### src/hdl/rsws_pkg.sv
// ----------------------------------------------------------------------------
// rsws_pkg: shared types and constants of the rotating shift word scrambler
// Word layouts of both channels, register indexes, status codes and the
// reduction of a shift count to a rotate amount.
// ----------------------------------------------------------------------------
package rsws_pkg;

  localparam int WORD_BITS  = 18;
  localparam int SHIFT_BITS = 6;
  localparam int AMT_BITS   = $clog2(WORD_BITS);
  localparam int STAT_BITS  = 2;
  localparam int CFG_IDX_BITS = 2;

  // Subtract steps needed to bring any shift count below WORD_BITS
  localparam int MOD_STEPS  = ((1 << SHIFT_BITS) - 1) / WORD_BITS;

  // Register indexes
  localparam logic [CFG_IDX_BITS-1:0] REG_DECODE_MODE = 2'd0;
  localparam logic [CFG_IDX_BITS-1:0] REG_START_SHIFT = 2'd1;
  localparam logic [CFG_IDX_BITS-1:0] REG_MIN_SHIFT   = 2'd2;
  localparam logic [CFG_IDX_BITS-1:0] REG_MAX_SHIFT   = 2'd3;

  // Request types
  localparam logic REQ_DATA   = 1'b0;
  localparam logic REQ_FINISH = 1'b1;

  // Status codes
  localparam logic [STAT_BITS-1:0] STAT_OK        = 2'd0;
  localparam logic [STAT_BITS-1:0] STAT_START_BAD = 2'd1;
  localparam logic [STAT_BITS-1:0] STAT_SUM_BAD   = 2'd2;

  typedef struct packed {
    logic                 req_type;
    logic [WORD_BITS-1:0] word_in;
  } in_word_t;

  typedef struct packed {
    logic [WORD_BITS-1:0] word_out;
    logic                 end_of_message;
    logic [STAT_BITS-1:0] status;
  } out_word_t;

  // Shift count modulo WORD_BITS by repeated compare and subtract
  function automatic logic [AMT_BITS-1:0] rot_amount(input logic [SHIFT_BITS-1:0] shift);
    logic [SHIFT_BITS-1:0] a;
    a = shift;
    for (int i = 0; i < MOD_STEPS; i++) begin
      if (a >= SHIFT_BITS'(WORD_BITS)) begin
        a = a - SHIFT_BITS'(WORD_BITS);
      end
    end
    return a[AMT_BITS-1:0];
  endfunction

endpackage

### src/hdl/rotating_shift_word_scrambler.sv
// A word passes the input register and then the result register to out_data.
// Throughput: one word per cycle unless out_ready stalls; the input and result
// registers each hold one word, so a word is taken while a finished result waits.
// The rotate, wrap-decrement and checksum add all sit in one stage.
// Reset (rst_n low, synchronous): control registers to zero, no message open,
// both pipeline stages empty; the word registers are not cleared.
// ----------------------------------------------------------------------------
// rotating_shift_word_scrambler: rotating-shift scrambler with checksum
// Rotates each 18-bit word left (encode) or right (decode) by a shift count
// that steps down per word and wraps from min to max. A finish word closes
// the message with a generated or verified two's complement checksum.
// ----------------------------------------------------------------------------
module rotating_shift_word_scrambler (
  input  logic                                 clk,
  input  logic                                 rst_n,
  // configuration write port
  input  logic                                 cfg_we,
  input  logic [rsws_pkg::CFG_IDX_BITS-1:0]    cfg_idx,
  input  logic [rsws_pkg::SHIFT_BITS-1:0]      cfg_wdata,
  // input channel
  input  logic                                 in_valid,
  output logic                                 in_ready,
  input  rsws_pkg::in_word_t                   in_data,
  // result channel
  output logic                                 out_valid,
  input  logic                                 out_ready,
  output rsws_pkg::out_word_t                  out_data
);

  import rsws_pkg::*;

  // --------------------------------------------------------------------------
  // Configuration registers
  // --------------------------------------------------------------------------
  logic                  decode_mode_r;
  logic [SHIFT_BITS-1:0] start_shift_r;
  logic [SHIFT_BITS-1:0] min_shift_r;
  logic [SHIFT_BITS-1:0] max_shift_r;

  always_ff @(posedge clk) begin
    if (!rst_n) begin
      decode_mode_r <= 1'b0;
      start_shift_r <= '0;
      min_shift_r   <= '0;
      max_shift_r   <= '0;
    end else if (cfg_we) begin
      unique case (cfg_idx)
        REG_DECODE_MODE: decode_mode_r <= cfg_wdata[0];
        REG_START_SHIFT: start_shift_r <= cfg_wdata;
        REG_MIN_SHIFT:   min_shift_r   <= cfg_wdata;
        REG_MAX_SHIFT:   max_shift_r   <= cfg_wdata;
        default: ;
      endcase
    end
  end

  // --------------------------------------------------------------------------
  // Handshake: input register (stage 1) feeds result register (stage 2).
  // Stage 1 moves on whenever stage 2 is empty or being drained this cycle.
  // --------------------------------------------------------------------------
  logic     s1_valid_r;
  in_word_t s1_word_r;
  logic     out_valid_r;
  out_word_t out_word_r;

  logic s1_adv;
  logic in_acc;

  assign s1_adv   = s1_valid_r && (!out_valid_r || out_ready);
  assign in_ready = !s1_valid_r || s1_adv;
  assign in_acc   = in_valid && in_ready;

  always_ff @(posedge clk) begin
    if (!rst_n) begin
      s1_valid_r <= 1'b0;
    end else if (in_ready) begin
      s1_valid_r <= in_valid;
    end
  end

  // Payload: load on accept, hold otherwise
  always_ff @(posedge clk) begin
    if (in_acc) begin
      s1_word_r <= in_data;
    end
  end

  // --------------------------------------------------------------------------
  // Message state
  // --------------------------------------------------------------------------
  logic                  in_message_r;
  logic [SHIFT_BITS-1:0] shift_now_r;
  logic [WORD_BITS-1:0]  running_sum_r;

  logic                  in_message_nxt;
  logic [SHIFT_BITS-1:0] shift_now_nxt;
  logic [WORD_BITS-1:0]  running_sum_nxt;

  // Effective state for this word: a closed message restarts from the registers
  logic [SHIFT_BITS-1:0] shift_eff;
  logic [WORD_BITS-1:0]  sum_eff;
  logic [SHIFT_BITS+1:0] seed_sum;
  logic [AMT_BITS-1:0]   amt;
  logic [2*WORD_BITS-1:0] dbl;
  logic [2*WORD_BITS-1:0] dbl_left;
  logic [2*WORD_BITS-1:0] dbl_right;
  logic [WORD_BITS-1:0]  rot_l;
  logic [WORD_BITS-1:0]  rot_r;
  logic [WORD_BITS-1:0]  plain;
  logic [WORD_BITS-1:0]  check_sum;
  logic                  start_bad;
  out_word_t             out_word_nxt;

  always_comb begin
    seed_sum  = {2'b00, start_shift_r} + {2'b00, min_shift_r} + {2'b00, max_shift_r};
    shift_eff = in_message_r ? shift_now_r : start_shift_r;
    sum_eff   = in_message_r ? running_sum_r : WORD_BITS'(seed_sum);

    // Rotate by shifting the word concatenated with itself
    amt       = rot_amount(shift_eff);
    dbl       = {s1_word_r.word_in, s1_word_r.word_in};
    dbl_left  = dbl << amt;
    dbl_right = dbl >> amt;
    rot_l     = dbl_left[2*WORD_BITS-1:WORD_BITS];
    rot_r     = dbl_right[WORD_BITS-1:0];

    // The checksum always covers the unscrambled word
    plain     = decode_mode_r ? rot_r : s1_word_r.word_in;
    check_sum = sum_eff + s1_word_r.word_in;
    start_bad = (start_shift_r < min_shift_r) || (start_shift_r > max_shift_r);

    in_message_nxt  = in_message_r;
    shift_now_nxt   = shift_now_r;
    running_sum_nxt = running_sum_r;
    out_word_nxt.word_out       = '0;
    out_word_nxt.end_of_message = 1'b0;
    out_word_nxt.status         = STAT_OK;

    unique case (s1_word_r.req_type)
      REQ_DATA: begin
        out_word_nxt.word_out = decode_mode_r ? rot_r : rot_l;
        in_message_nxt        = 1'b1;
        running_sum_nxt       = sum_eff + plain;
        // Wrap to max once the count reaches or passes min
        shift_now_nxt         = (shift_eff <= min_shift_r) ? max_shift_r
                                                           : shift_eff - 1'b1;
      end
      REQ_FINISH: begin
        out_word_nxt.end_of_message = 1'b1;
        in_message_nxt              = 1'b0;
        if (decode_mode_r) begin
          if (check_sum != '0) begin
            out_word_nxt.status = STAT_SUM_BAD;
          end
        end else begin
          out_word_nxt.word_out = '0 - sum_eff;
        end
      end
      default: ;
    endcase

    // A bad start count outranks a checksum mismatch
    if (start_bad) begin
      out_word_nxt.status = STAT_START_BAD;
    end
  end

  always_ff @(posedge clk) begin
    if (!rst_n) begin
      in_message_r  <= 1'b0;
      shift_now_r   <= '0;
      running_sum_r <= '0;
    end else if (s1_adv) begin
      in_message_r  <= in_message_nxt;
      shift_now_r   <= shift_now_nxt;
      running_sum_r <= running_sum_nxt;
    end
  end

  // --------------------------------------------------------------------------
  // Result register
  // --------------------------------------------------------------------------
  always_ff @(posedge clk) begin
    if (!rst_n) begin
      out_valid_r <= 1'b0;
    end else if (s1_adv) begin
      out_valid_r <= 1'b1;
    end else if (out_ready) begin
      out_valid_r <= 1'b0;
    end
  end

  always_ff @(posedge clk) begin
    if (s1_adv) begin
      out_word_r <= out_word_nxt;
    end
  end

  assign out_valid = out_valid_r;
  assign out_data  = out_word_r;

  // --------------------------------------------------------------------------
  // Assertions
  // --------------------------------------------------------------------------
  a_adv_fills_out: assert property (@(posedge clk) disable iff (!rst_n)
    s1_adv |=> out_valid_r)
    else $error("result register not loaded after stage advance");

  a_finish_closes: assert property (@(posedge clk) disable iff (!rst_n)
    s1_adv && (s1_word_r.req_type == REQ_FINISH) |=> !in_message_r)
    else $error("message still open after finish word");

  a_data_opens: assert property (@(posedge clk) disable iff (!rst_n)
    s1_adv && (s1_word_r.req_type == REQ_DATA) |=> in_message_r)
    else $error("message not open after data word");

  a_empty_ready: assert property (@(posedge clk) disable iff (!rst_n)
    !s1_valid_r |-> in_ready)
    else $error("input refused with empty input register");

  a_decode_fin_zero: assert property (@(posedge clk) disable iff (!rst_n)
    out_valid_r && out_word_r.end_of_message && (out_word_r.status == STAT_SUM_BAD)
      |-> (out_word_r.word_out == '0))
    else $error("checksum mismatch reported with non-zero word");

endmodule

### config.mk
export PLATFORM = sky130hd
export DESIGN_NAME = rotating_shift_word_scrambler
export DESIGN_NICKNAME = d
export VERILOG_FILES = /design/src/hdl/rsws_pkg.sv /design/src/hdl/rotating_shift_word_scrambler.sv
export SDC_FILE = /design/constraint.sdc
export NUM_CORES = 1
export LEC_CHECK = 0
export BUFFER_PORTS_ARGS = -buffer_cell sky130_fd_sc_hd__buf_2
export CORE_ASPECT_RATIO = 0.6
export CORE_UTILIZATION = 57
export DETAILED_ROUTE_END_ITERATION = 7
export PLACE_DENSITY_LB_ADDON = 0.12
export SLEW_MARGIN = 20
export SYNTH_ARGS = -nofsm -noshare
export SYNTH_HDL_FRONTEND = slang
export SYNTH_SLANG_ARGS = --single-unit
### constraint.sdc
create_clock -name clk -period 6.7 [get_ports clk]
set_input_delay 0.67 -clock clk [delete_from_list [all_inputs] [get_ports clk]]
set_output_delay 0.67 -clock clk [all_outputs]
set_load 0.005 [all_outputs]
**Word-level counts from Yosys, hierarchy flattened**

Cells that the tools add are included.

- Memories kept: 0
- Logic and storage cells: 69
- Bits in writable memories: 0
- Bits of input ports: 32
- ROM bits: 0
- Bits in latches: 0
- Bits in registers: 86

- Div/mod/pow operators: 0
- Order comparisons: 6
- $add $sub $neg: 9
- Shifts and indexed selects: 2
- Equal/unequal tests: 3
- Bitwise logic cells: 2
- Multiplexer cells: 16
- Reduce and logical (&&, ||, !) cells: 16
- Multipliers: 0

Operators by type and width:

| kind | number |
|---|---|
| 18-bit 2-to-1 mux | 4 |
| 18-bit adder | 2 |
| 18-bit one-hot mux with 2 select lines | 1 |
| 36-bit by 5-bit left shift with 36-bit output | 1 |
| 36-bit by 5-bit >> shifter with 18-bit output | 1 |
| 6-bit 2-to-1 mux | 4 |
| 6-bit by 5-bit greater-or-equal comparator with 1-bit output, second input constant | 3 |
| 18-bit nonzero test | 1 |
| 1-bit by 18-bit subtractor with 18-bit output, first input constant | 1 |
| 6-bit by 5-bit subtractor with 6-bit output, second input constant | 2 |
| 2-bit AND reduction | 5 |
| 7-bit by 6-bit adder with 8-bit output | 1 |
| 6-bit by 6-bit adder with 7-bit output | 1 |
| 6-bit greater-than comparator | 1 |
| 6-bit less-or-equal comparator | 1 |
| 6-bit < comparator | 1 |
| 6-bit by 1-bit subtractor with 6-bit output, second input constant | 1 |
| 5-bit 2-to-1 mux | 1 |
| 5-bit subtractor, second input constant | 1 |
| 2-bit equality test, second input constant | 2 |
| 2-bit 2-to-1 mux | 2 |
| 1-bit logical OR | 3 |
| 3-bit 2-to-1 mux | 1 |
| 3-bit OR reduction | 1 |
| 8 further kinds | 12 |

**Logic depth before layout (Yosys ltp)**

Gate-level depths: netlist of run 1.

- Depth after elaboration: 10
- Depth in mapped cells: 38
- Mapped depth without buffers: 36

**Worst setup path before layout of run 1**

OpenSTA, ideal clock, no wires.

- Path type: register to register
- Start: reg in_message_r
- End: reg running_sum_r[17]
- Period minus slack after synthesis: 7.369 ns
- Path slack: -0.669 ns
- Arrival: 7.248 ns
- Stages on the path, launching flop included: 34
- Cell sequence: dfxtp_1 -> buf_4 -> mux2i_1 -> ha_1 -> or4b_4 -> o211a_2 -> o21ai_2 -> mux2_2 -> ha_1 -> nor2b_2 -> mux2_4 -> a311oi_2 -> nor2_4 -> buf_6 -> mux2i_1 -> mux2_2 -> o211ai_1 -> o311ai_0 -> o21a_1 -> a21oi_1 -> ha_1 -> a21o_1 -> a21oi_1 -> o21ai_0 -> o41ai_1 -> o21ai_0 -> o211ai_1 -> o21ai_0 -> o21ai_0 -> nand2b_1 -> a21oi_1 -> xnor2_1 -> nand2b_1 -> o21ai_1

- Word-level cells in the longest chain between the ends: 10
- Elaborated cells between the ends (all ways): 14
- Classes of those cells: 4 x add/sub; 3 x order compare; 1 x shift; 6 x mux

Ends and longest elaborated chain:

| item | RTL line | text |
|---|---|---|
| start: declaration | rotating_shift_word_scrambler.sv:91 | `logic in_message_r;` |
| start signal: assignment | rotating_shift_word_scrambler.sv:174 | `in_message_r <= in_message_nxt;` |
| 6-bit 2-to-1 mux | rotating_shift_word_scrambler.sv:116 | `shift_eff = in_message_r ? shift_now_r : start_shift_r;` |
| 6-bit by 5-bit subtractor with 6-bit output or 6-bit by 5-bit greater-or-equal comparator with 1-bit output (tied branches) | rsws_pkg.sv:49, rsws_pkg.sv:48 |  |
| 6-bit 2-to-1 mux | rsws_pkg.sv:48 | `if (a >= SHIFT_BITS'(WORD_BITS)) begin` |
| 6-bit by 5-bit subtractor with 6-bit output or 6-bit by 5-bit greater-or-equal comparator with 1-bit output (tied branches) | rsws_pkg.sv:49, rsws_pkg.sv:48 |  |
| 6-bit 2-to-1 mux | rsws_pkg.sv:48 |  |
| 5-bit subtractor or 6-bit by 5-bit greater-or-equal comparator with 1-bit output (tied branches) | rsws_pkg.sv:49, rsws_pkg.sv:48 |  |
| 5-bit 2-to-1 mux | rsws_pkg.sv:48 |  |
| 36-bit by 5-bit >> shifter with 18-bit output | rotating_shift_word_scrambler.sv:123 | `dbl_right = dbl >> amt;` |
| 18-bit 2-to-1 mux | rotating_shift_word_scrambler.sv:128 | `plain = decode_mode_r ? rot_r : s1_word_r.word_in;` |
| 18-bit adder (*) | rotating_shift_word_scrambler.sv:143 | `running_sum_nxt = sum_eff + plain;` |
| end signal: assignment | rotating_shift_word_scrambler.sv:176 | `running_sum_r <= running_sum_nxt;` |
| end: declaration | rotating_shift_word_scrambler.sv:93 | `logic [WORD_BITS-1:0] running_sum_r;` |

Mark *: on every way between the ends. The rest lies on a longest branch, timed or not.
A chain may end at the register's enable or synchronous reset.

**Worst setup path after layout of run 1**

- Start: reg in_message_r
- End: reg running_sum_r[16]

The elaborated chain is that of the path after synthesis.

==> flow_metrics.py, run 1 <==
metrics = {
    "floorplanning": {
        "core_um2": 15600,
        "initial_core_util_pct": 59.4,
        "floorplan.die.height_um": 101,
        "fp.dieW_um": 166,
        "die-area_um2": 16800,
        "io_pins": 55,
        "num_rows": 35,
    },
    "detailed_routing": {
        "dr.pass1.iters": 8,
        "drc": 2,
        "ant_nets": 0,
        "viasPerCell": 6.44,
        "drt_iter0_drc": 1107,
        "wl_per_cell_um": 21.8,
        "routed_wl_um": 31700,
        "vias": 9344,
    },
    "min_path": {
        "hold_depth": 2,
        "hold_path.class": "flip-flop to flip-flop",
    },
    "critical_path": {
        "critical_path.max_stage_delay_ns": 0.47,
        "path_common_cell": "o21ai_2",
        "crit_fanout": 5,
        "critPathKind": "flip-flop to flip-flop",
        "start_kind": "flip-flop",
        "end_kind": "flip-flop",
        "cp_slowest_cell": "or4b_4",
        "worst-endpoint-required_ns": 6.93,
        "crit_arrival_ns": 7.02,
        "r2r_cells": 33,
    },
    "finish": {
        "regArea_um2": 2130,
        "fin_cells": 1452,
        "syn2layout_area_growth_pct": 20.2,
        "nets": 1349,
        "fillers": 1247,
        "n_antenna_cell": 0,
        "multiInputGateArea_um2": 7030,
        "drive_gt1_share_pct": 25.2,
    },
    "power": {
        "p_int_w": 0.00141,
        "powerDensity_nw_per_um2": 211,
        "p_switching_w": 0.000941,
        "irDropWorstVdd_mv": 0.118,
        "switching_share_pct": 40.1,
        "combPwrFrac_pct": 51.6,
        "power.total_w": 0.00235,
        "p_leak_nw": 5.07,
        "clkPwrFrac_pct": 21.4,
        "seq_power_share_pct": 26.9,
    },
    "cts": {
        "cts-root-buf": "clkbuf_16",
        "clock_path_buffers": 2,
        "cts_tree": "built",
        "htree_levels": 3,
        "clock-sinks": 86,
        "clock_latency_ns": 0.35,
        "tritoncts.num_buffers": 9,
        "clk_pin_slew_ns": 0.07,
    },
    "yosys": {
        "synth_top_area_share_pct": 13.0,
        "syn-num-nets": 1216,
        "synth_seq_cells": 86,
        "async_flop_share_pct": 0,
        "syn_inst": 1111,
        "ys_top_cells_by_area": "edfxtp_1 13%, dfxtp_1 10%, mux2i_1 9.7%, ha_1 8.7%, nand2_1 5.2%",
        "synthFlopType": "dfxtp_1",
        "synth-edff-count": 40,
        "yosysSeqAreaShare_pct": 22.9,
        "synth_largest_area_cell": "edfxtp_1",
        "netlist_area_um2": 9250,
        "ys_types": 94,
        "synth_warnings": 0,
        "avgSynthCellArea_um2": 8.33,
    },
    "global_routing": {
        "grt_pass1_vias": 8384,
        "overflow": 0,
        "antenna_found_initial": 0,
        "grt_max_degree": 59,
        "track_usage_pct": 37.2,
        "grt_pass1_wl_um": 47500,
    },
    "placement": {
        "place_inst": 1407,
        "io_buffers": 54,
        "dp_hpwl_um": 24000,
        "place_congestion": 0.986,
    },
    "timing": {
        "setup_viol": 4,
        "period_minus_slack_ns": 6.80,
        "rsz0062_at_grt": "yes",
        "worst_pin_slew_ns": 1.11,
        "skew_ns": 0.00993,
        "timing.fmax_mhz": 147,
        "final_hold_viol_count": 0,
        "finalCritPeriodShare_pct": 101,
        "drv_slew": 0,
        "relSlewSlack_pct": 26.2,
        "post-route-worst-setup-slack_ns": -0.0958,
    },
    "job": {
        "cap_viol_max_count": 0,
    },
    "run_status": {
        "violations": "DRC, setup timing",
        "status": "finished with violations",
    },
}
-- worst paths after layout --
check                     from                 to  slack (ns)
min reg2reg  running_sum_r[14]  running_sum_r[14]        0.47
min          running_sum_r[14]  running_sum_r[14]        0.47
max reg2reg       in_message_r  running_sum_r[16]        -0.1
max               in_message_r  running_sum_r[16]        -0.1
-- cells in the final DEF, fill, tap and decap left out, types with 9 or more instances in the layout --
cell	synthesis	layout
ha_1	64	58
nand2_1	127	124
nor2_1	67	66
mux2_2	21	19
or3_1	10	10
a31oi_1	16	16
inv_1	45	44
edfxtp_1	40	40
nand3_1	21	21
and2_1	26	25
a21boi_0	15	11
o211ai_1	20	20
buf_4	4	117
xnor2_1	34	30
clkbuf_16	0	9
nor2b_1	35	34
a21o_1	16	16
xor2_1	13	12
and3_1	12	12
o21ai_1	19	25
o21ai_0	56	42
nor3_1	17	15
o211a_1	10	10
buf_2	13	54
mux2i_1	90	83
dfxtp_1	46	44
a211oi_1	10	10
a21oi_1	70	63
-- per-stage QoR --
step | setup TNS, ns | area [um2] | utilization [%] | hold WS [ns] | setup slack, ns
after detailed placement | -0.566 | 10400 | 66.8 | 0.458 | -0.209
after global placement | -0.115 | 10400 | 66.8 | 0.448 | -0.0802
final | -0.189 | 11100 | 71.4 | 0.466 | -0.0958
after CTS | 0 | 10900 | 69.8 | 0.468 | 0.0195
after floorplan | -0.00110 | 9440 | - | 0.424 | -0.00110
after global routing | -1.42 | 11100 | 71.4 | 0.479 | -0.342
-- synth_stat cells, types with 5 or more instances --
cell	n
a211oi_1	10
a21boi_0	15
a21o_1	16
a21oi_1	70
a22oi_1	6
a31oi_1	16
and2_1	26
and3_1	12
buf_2	13
buf_6	5
clkbuf_1	33
dfxtp_1	46
edfxtp_1	40
fa_1	9
ha_1	64
inv_1	45
mux2_2	21
mux2i_1	90
nand2_1	127
nand2b_1	8
nand3_1	21
nand4_1	8
nor2_1	67
nor2b_1	35
nor3_1	17
nor3b_1	6
o211a_1	10
o211ai_1	20
o21a_1	7
o21ai_0	56
o21ai_1	19
o21bai_1	9
o22ai_1	8
o31ai_1	6
or3_1	10
xnor2_1	34
xor2_1	13
-- area by class of cell --
type,count,share of cell area (%)
clock buffer,11,2.27
clock inverter,5,0.360
inverter,48,1.62
multi-input combinational,921,63.2
sequential,86,19.1
tap,203,2.28
timing repair buffer,178,11.2
-- logic make-up after synthesis --
group | share of synthesized area (%)
AND/OR/NAND/NOR | 20.2
AO/OA/AOI/OAI | 22.8
multiplexers | 14.0
buffers and inverters | 5.08
flip-flops | 22.9
adder cells (fa/ha/maj) | 10.6
XOR/XNOR | 4.45
-- timing repair --
action	CTS	global route
setup endpoints to repair	5	8
pin swaps	23	33
gates cloned	2	1
hold buffers	0	0
setup buffers	15	13
gates resized for setup	16	40
-- state kept, by name, indices dropped and copies added (netlist names) --
name	count
running_sum_r	18
out_data	21
s1_valid_r	1
dbl	18
start_shift_r	6
s1_word_r	1
out_valid	1
decode_mode_r	1
min_shift_r	6
in_message_r	1
max_shift_r	6
shift_now_r	6
-- worst max-delay path, delay by kind of cell (launching register included) --
family	cells	cell delay [ns]
AO/OA/AOI/OAI	16	2.24
AND/OR/NAND/NOR	7	1.68
multiplexers	5	1.35
adder cells (fa/ha/maj)	4	0.96
flip-flops	1	0.38
buffers and inverters	1	0.04
-- per-layer routing --
layer  routed length, um  GRT usage [%]  up-vias  share of wire [%]
met5                   0              0        -                  0
met4                 474           8.19        0                1.5
met3                4960           13.9       53                 16
met2               12000           50.1      650                 38
met1               14200           55.2     4302                 45
li1                    -              -     4339                  -
-- power by group through the flow --
stage	Sequential [W]	Combinational, W	Clock, W
6_report	0.000633	0.00121	0.000504
5_1_grt	0.000635	0.00129	0.000527
4_1_cts	0.000630	0.00112	0.000506
3_5_place_dp	0.000642	0.00108	0
3_3_place_gp	0.000641	0.00107	0
2_1_floorplan	0.000628	0.000744	0
No activity file was read; power rests on OpenSTA's default activity.
==> run 2: changes to the inputs <==
--- a/config.mk
+++ b/config.mk
@@ -7,7 +7,7 @@
 export LEC_CHECK = 0
 export BUFFER_PORTS_ARGS = -buffer_cell sky130_fd_sc_hd__buf_2
 export CORE_ASPECT_RATIO = 0.6
-export CORE_UTILIZATION = 57
+export CORE_UTILIZATION = 32
 export DETAILED_ROUTE_END_ITERATION = 7
 export PLACE_DENSITY_LB_ADDON = 0.12
 export SLEW_MARGIN = 20
==> flow_metrics.py, run 2 (synthesis results as in run 1) <==
metrics = {
    "run_status": {
        "status": "completed",
    },
    "global_routing": {
        "overflow": 0,
        "track_usage_pct": 24.1,
        "grt_pass1_wl_um": 52900,
        "antenna_found_initial": 1,
        "grt_pass1_vias": 8299,
        "grt_max_degree": 56,
    },
    "placement": {
        "dp_hpwl_um": 28100,
        "place_congestion": 0.966,
        "io_buffers": 54,
        "place_ws_ns": -0.227,
    },
    "timing": {
        "timing.setup.tns_ns": 0,
        "period_minus_slack_ns": 6.68,
        "relSlewSlack_pct": 32.3,
        "setup_viol": 0,
        "post-route-worst-setup-slack_ns": 0.0195,
        "timing.fmax_mhz": 150,
        "drv_slew": 0,
        "rsz0062_at_grt": "yes",
        "final_hold_viol_count": 0,
        "worst_pin_slew_ns": 1.00,
        "skew_ns": 0.0102,
        "finalCritPeriodShare_pct": 99.7,
    },
    "cts": {
        "cts_tree": "built",
        "htree_levels": 3,
        "clk_pin_slew_ns": 0.06,
        "tritoncts.num_buffers": 9,
        "clock_latency_ns": 0.37,
        "ctsHoldBuffers": 0,
        "clock-sinks": 86,
        "clock_path_buffers": 2,
        "cts-root-buf": "clkbuf_16",
    },
    "critical_path": {
        "cp_slowest_cell": "or4b_4",
        "critPathKind": "flip-flop to flip-flop",
        "start_kind": "flip-flop",
        "critical_path.max_stage_delay_ns": 0.47,
        "crit_arrival_ns": 6.93,
        "end_kind": "flip-flop",
        "cp_num_cells": 31,
        "reg2reg_to": "running_sum_r[17]",
        "critPathBufInv": 1,
        "crit_end": "running_sum_r[17]",
        "rr_startpoint": "in_message_r",
        "worst-endpoint-required_ns": 6.95,
        "crit_fanout": 5,
        "critical_path.top_delay_family": "compound AO/OA/AOI/OAI gates",
        "rrSetupSlack_ns": 0.02,
        "worstSetupStartpoint": "in_message_r",
        "r2r_cells": 31,
    },
    "finish": {
        "n_antenna_cell": 0,
        "multiInputGateArea_um2": 7050,
        "syn2layout_area_growth_pct": 22.8,
        "mostFrequentLayoutCells": "126 x nand2_1, 123 x buf_4, 80 x mux2i_1, 67 x nor2_1, 63 x a21oi_1",
        "largest_register_ffs": 21,
        "mostFrequentLayoutCell": "nand2_1",
        "nets": 1354,
        "regArea_um2": 2130,
        "drive_gt1_share_pct": 24.9,
        "fillers": 2817,
    },
    "floorplanning": {
        "fp.dieW_um": 222,
        "io_pins": 55,
        "num_rows": 47,
        "initial_core_util_pct": 33.1,
        "die-area_um2": 29600,
        "floorplan.die.height_um": 134,
        "core_um2": 28000,
    },
    "power": {
        "irDropWorstVdd_mv": 0.124,
        "p_leak_nw": 5.07,
        "powerDensity_nw_per_um2": 206,
    },
    "detailed_routing": {
        "drc": 0,
        "drt_iter0_drc": 954,
        "routed_wl_um": 35600,
        "viasPerCell": 5.59,
        "wl_per_cell_um": 22.0,
        "vias": 9060,
        "ant_nets": 0,
        "dr.pass1.iters": 7,
    },
    "job": {
        "cap_viol_max_count": 0,
    },
    "min_path": {
        "hold_path.class": "flip-flop to flip-flop",
    },
}
run 2: tightest hold or removal path, stage by stage (launching register included):
cell and delay (ns):
dfxtp_1 0.31, nand2_1 0.05, a21boi_1 0.04
run 2: routing by layer:
layer  routed length [um]  part of all wire, %  global-route usage, %
met2                12700                   36                   30.1
met5                    0                    0                      0
met3                 3710                   10                   7.10
met4                  315                 0.88                   4.71
met1                18900                   53                   38.8
run 2: repair_timing:
action | in CTS | in global routing
endpoints found under the setup margin | 5 | 8
resized for setup | 6 | 41
gates cloned | 2 | 1
buffers inserted | 9 | 7
pin swaps | 21 | 35
run 2: worst min-delay path by stage:
stage                                  from  slack, ns           endpoint  cells after the start
after floorplan               s1_word_r[18]       0.42        out_data[2]                      0
after global placement     running_sum_r[6]       0.45   running_sum_r[6]                      2
after detailed placement  running_sum_r[14]       0.46  running_sum_r[14]                      2
after CTS                       in_data[18]       0.45      s1_word_r[18]                      1
after global routing             in_data[6]       0.46             dbl[6]                      1
final                     running_sum_r[14]       0.45  running_sum_r[14]                      2
run 2: stage by stage:
step	total power, W	area [um2]	hold WS (ns)	cells	utilization, %
detailed placement	0.00179	10800	0.459	1587	38.4
CTS	0.00229	11100	0.446	1614	39.8
floorplan	0.00137	9440	0.424	1111	-
global placement	0.00180	10800	0.450	1587	38.4
finish	0.00235	11400	0.449	1621	40.6
global route	0.00248	11400	0.461	1621	40.6
run 2: layout make-up:
cell class / count / share of cell area, %
flip-flops and latches: 86 / 18.7
well taps: 367 / 4.04
inverters: 48 / 1.59
clock buffers: 10 / 2.01
multi-input cells: 921 / 62.0
clock inverters: 6 / 0.253
repair buffers: 183 / 11.4
run 2: power by group:
group	internal [W]	leakage, nW	switching (W)
clock	0.000246	0.121	0.000221
combinational	0.000542	4.19	0.000705
sequential	0.000595	0.758	0.0000385
